`src/design/dst_pkg.sv`:
```
// Package for the device sighting table: sizes, codes and transaction types.
// No dependencies; every other file in the design imports it.
package dst_pkg;
  localparam int DEVICE_SLOTS  = 32;
  localparam int HISTORY_DEPTH = 20;
  localparam int SLOT_W = (DEVICE_SLOTS > 1) ? $clog2(DEVICE_SLOTS) : 1;
  localparam int HIST_W = (HISTORY_DEPTH > 1) ? $clog2(HISTORY_DEPTH) : 1;
  localparam int FILL_W = $clog2(HISTORY_DEPTH + 1);
  localparam int MEM_DEPTH = DEVICE_SLOTS * HISTORY_DEPTH;
  localparam int MEM_W = $clog2(MEM_DEPTH);

  localparam logic [1:0] FUNC_SIGHT = 2'd0;
  localparam logic [1:0] FUNC_READ  = 2'd1;
  localparam logic [1:0] FUNC_CLEAR = 2'd2;

  typedef struct packed {
    logic [1:0]         func;
    logic [47:0]        address;
    logic signed [7:0]  sighting_rssi;
  } in_item_t;

  typedef struct packed {
    logic               is_new;
    logic               entry_found;
    logic               dropped_full;
    logic [5:0]         device_count;
    logic signed [7:0]  best_rssi;
    logic signed [7:0]  worst_rssi;
    logic signed [39:0] strength_sum;
    logic [31:0]        sample_count;
    logic signed [7:0]  history_rssi;
    logic               last;
  } out_item_t;

  // Search token travelling down the chain of slot cells.
  typedef struct packed {
    logic [47:0]       address;
    logic              found;
    logic [SLOT_W-1:0] hit_slot;
    logic [FILL_W-1:0] hit_fill;
    logic [HIST_W-1:0] hit_head;
    logic              free_seen;
    logic [SLOT_W-1:0] free_slot;
  } search_t;

  // Command broadcast from the controller to every cell.
  typedef struct packed {
    logic              clear;
    logic              insert;
    logic              append;
    logic [SLOT_W-1:0] slot;
    logic [47:0]       address;
  } cell_cmd_t;
endpackage

```
`src/design/dst_cell.sv`:
```
// One slot of the table: address, valid, history fill and head.
// Depends on dst_pkg; passes the registered search token to its neighbour.
module dst_cell (
  input  logic              clk,
  input  logic              rst_n,
  input  logic [dst_pkg::SLOT_W-1:0] my_slot,
  input  dst_pkg::search_t  tok_in,
  input  dst_pkg::cell_cmd_t cmd,
  output dst_pkg::search_t  tok_out
);
  import dst_pkg::*;
  logic [47:0]       addr_r;
  logic              valid_r;
  logic [FILL_W-1:0] fill_r;
  logic [HIST_W-1:0] head_r;
  search_t           tok_r, tok_nxt;
  logic              sel;

  assign sel = cmd.slot == my_slot;

  always_comb begin
    tok_nxt = tok_in;
    if (valid_r && addr_r == tok_in.address && !tok_in.found) begin
      tok_nxt.found    = 1'b1;
      tok_nxt.hit_slot = my_slot;
      tok_nxt.hit_fill = fill_r;
      tok_nxt.hit_head = head_r;
    end
    if (!valid_r && !tok_in.free_seen) begin
      tok_nxt.free_seen = 1'b1;
      tok_nxt.free_slot = my_slot;
    end
  end

  always_ff @(posedge clk) begin
    tok_r <= tok_nxt;
    if (!rst_n || cmd.clear) begin
      valid_r <= 1'b0;
      fill_r  <= '0;
      head_r  <= '0;
    end else if (sel && cmd.insert) begin
      valid_r <= 1'b1;
      addr_r  <= cmd.address;
      fill_r  <= FILL_W'(1);
      head_r  <= '0;
    end else if (sel && cmd.append) begin
      if (fill_r < FILL_W'(HISTORY_DEPTH)) fill_r <= fill_r + 1'b1;
      else if (head_r == HIST_W'(HISTORY_DEPTH - 1)) head_r <= '0;
      else head_r <= head_r + 1'b1;
    end
  end

  assign tok_out = tok_r;
endmodule

```
`config.mk`:
```
export PLATFORM = sky130hd
export DESIGN_NAME = dst_cell
export DESIGN_NICKNAME = d
export VERILOG_FILES = /design/src/design/dst_pkg.sv /design/src/design/dst_cell.sv
export SDC_FILE = /design/constraint.sdc
export NUM_CORES = 1
export LEC_CHECK = 0
export BUFFER_PORTS_ARGS = -buffer_cell sky130_fd_sc_hd__buf_2
export CORE_AREA = 2 2 108 100
export DETAILED_ROUTE_END_ITERATION = 6
export DIE_AREA = 0 0 110 102
export PLACE_DENSITY_LB_ADDON = 0.05
export SLEW_MARGIN = 20
export SYNTH_ARGS = -nofsm -noshare
export SYNTH_HDL_FRONTEND = slang
export SYNTH_SLANG_ARGS = --single-unit
export TNS_END_PERCENT = 1
```
`constraint.sdc`:
```
create_clock -name clk -period 11.8 [get_ports clk]
set_input_delay 2.36 -clock clk [delete_from_list [all_inputs] [get_ports clk]]
set_output_delay 2.36 -clock clk [all_outputs]
set_load 0.02 [all_outputs]
```
==> results.yml <==
detailed_routing:
  wl_um: 8930
  vias: 2857
  drc: 0
  wl_per_cell_um: 13.9
  ant_nets: 0
  first_pass_iters: 4
  viasPerCell: 4.46
  drt_iter0_markers: 66
sta:
  tns_ns: 0
  rsz0062_at_grt: "no"
  fmax_mhz: 225
  fin_worst_skew_ns: 0.00594
  finalSetupViolations: 0
  slew_headroom_pct: 53.8
  finalCritPeriodShare_pct: 37.6
  period_needed_ns: 4.44
  slew_violations: 0
  tightest_slew_ns: 0.692
  hold_ws_ns: 0.491
  hold_violations: 0
clocking:
  cts-root-buf: "clkbuf_8"
  ctsResizeCount: 0
  htree_levels: 4
  cts_buffer_depth: 2
  ctsHoldBuffers: 0
  cts_buffers: 17
  cts_tree: "done"
  path_clk_slew_ns: 0.06
  clkLatencyLatePin_ns: 0.52
  post_cts_buffers: 0
  clock_sinks: 129
critical_path:
  r2r_start: "addr_r[35]"
  r2r_cells: 6
  cp-end-kind: "flop"
  r2r_slack_ns: 8.94
  crit_chain: "buf_2 > xor2_1 > nor4_1 > nand4_1 > nor4_1 > nand4_2 > mux2_4"
  worst-path-max-fanout: 16
  critPathSlowestCell: "nand4_2"
  rr_endpoint: "tok_out[12]"
  cp.required_ns: 12.20
  crit_cells: 7
  critPathKind: "in -> reg"
  crit_arrival_ns: 4.84
  critPathMaxStageDelay_ns: 0.64
  startpoint_type: "input pin"
  cp_common_cell: "nor4_1"
  crit_buf_inv: 1
  cp_top_family: "simple AND/OR/NAND/NOR gates"
power:
  p_sw_uw: 222
  design_power_total_mw: 1.02
  netSwitchingFraction_pct: 21.7
  p_leak_nw: 2.61
  p_seq_share_pct: 47.0
  p_comb_share_pct: 7.2
  p_int_uw: 798
  p_clk_share_pct: 45.8
  power_density_mw_per_mm2: 171
  ir_drop_mv: 0.103
cells_and_area:
  n_fill_cell: 859
  drive_above_1_share_pct: 50.2
  area_growth_syn_to_layout_pct: 40.4
  diodes: 0
  register_area_mm2: 0.00306
  final_cells: 641
  final_cell_area_mm2: 0.00596
  multi_input_area_mm2: 0.00113
  nets: 634
placement:
  hpwl_um: 6840
  place_inst: 609
  gp_congestion: 0.768
  placed_area_mm2: 0.00542
  portBuffers: 202
floorplanning:
  io_pins: 203
  start_util_pct: 42.3
  rows: 35
  die_w_um: 110
  die-area_mm2: 0.0112
  die_h_um: 102
  core_mm2: 0.0100
global_routing:
  grt_pass1_wl_um: 13100
  grt_util_met3_pct: 6.95
  grt_max_degree: 49
  grt_pass1_vias: 2750
  grt_use_met2_pct: 25.9
  track_usage_pct: 16.5
  grtUsageMet1_pct: 18.4
  grt_overflow_total: 0
  antenna_found_initial: 0
  top_usage_layer: "met2"
yosys:
  synth.distinct_cells: 35
  ys.flop_type: "dfxtp_1"
  yosys-top-cells-area: "dfxtp_1, edfxtp_1, xnor2_1, xor2_1, mux2_4"
  syn_avg_cell_area_um2: 15.3
  synthTopCellsByCount: "dfxtp_1, edfxtp_1, xnor2_1"
  yosysSeqAreaShare_pct: 72.2
  synth_fp_nets: 413
  yosys.cell_count.top_type: "dfxtp_1"
  synth-edff-count: 48
  yosysTopAreaCell: "dfxtp_1"
  yosysWarnings: 0
  ys_async_sr_fraction_pct: 0
  synth_seq_cells: 129
  synth_area_mm2: 0.00424
  netlist_instances: 278
  synth_top_area_share_pct: 38.2
run_status:
  status: "finished clean"
job:
  max_cap_violations: 0
worst_hold_path:
  hold_start: "valid_r"
  hold_path_end: "valid_r"
  worstHoldPathType: "reg -> reg"
  min_delay_path_depth: 2
## layout make-up
class,instances,area share [%]
inverter,11,0.693
clock buffer,21,7.54
sequential,129,51.4
timing repair buffer,203,17.1
clock inverter,11,1.51
tap,129,2.71
multi-input combinational,137,19.0
## how the worst max path moves through the flow
stage,startpoint,to
2_1_floorplan,my_slot[0],addr_r[0]
3_3_place_gp,tok_in[57],tok_out[18]
3_5_place_dp,tok_in[57],tok_out[19]
4_1_cts,tok_in[57],tok_out[12]
5_1_grt,tok_in[57],tok_out[7]
6_report,tok_in[57],tok_out[12]
## cell families after synthesis
| family | count (synthesis) | synth area share, % |
|---|---|---|
| buffers and inverters | 12 | 1.24 |
| adders and majority gates | 2 | 0.590 |
| xor gates and xnor gates | 50 | 10.3 |
| DFF | 129 | 72.2 |
| and+or+nand+nor | 47 | 6.13 |
| AOI/OAI and AO/OA | 15 | 2.71 |
| muxes | 23 | 6.81 |
## stage by stage
step / utilization (%) / setup WS [ns]
3_5_place_dp: 54.0 / 6.68
3_3_place_gp: 54.0 / 6.85
6_report: 59.4 / 7.36
4_1_cts: 59.4 / 7.24
5_1_grt: 59.4 / 7.11
2_1_floorplan: - / 6.31
## state kept, by name (all words and copies together) (netlist names)
name     cells
tok_out     70
addr_r      48
fill_r       5
head_r       5
valid_r      1
## power by group through the flow
stage	registers (mW)	clock network, mW	logic, mW
CTS	0.479	0.479	0.0749
global route	0.480	0.497	0.0803
floorplan	0.506	0	0.0161
detailed placement	0.488	0	0.0746
global placement	0.488	0	0.0738
finish	0.479	0.467	0.0738
## layer usage
layer	vias up	wire length, µm
met3	16	782
li1	1433	-
met1	1284	3670
met2	124	4310
met5	-	0
met4	0	162
## worst register-to-register path, cell delays in order, from the launching register on
cell and delay, ns:
edfxtp_1 0.37, xor2_1 0.15, nor4_1 0.40, nand4_1 0.18, nor4_1 0.49, nand4_2 0.64
mux2_4 0.52
## cell usage in the layout (no fill, tap or decap), drive strengths merged
cell and instances:
a41oi 1, a31o 1, or2 1, o22ai 2, o221ai 2, clkinvlp 3, edfxtp 48, and2 1
xnor2 28, nand3b 2, nor3 1, mux2i 3, inv 11, mux2 20, nand4 9, buf 203
clkbuf 21, o211ai 1, nand2b 2, nor4 7, nor3b 1, a221o 1, a31oi 1, a22o 3
bufinv 1, xor2 22, a21oi 2, o21a 1, clkinv 7, or2b 1, ha 2, nand2 6
dfxtp 81, nand3 1, nor2 14, or4 1
Power figures use the tool's default switching activity.
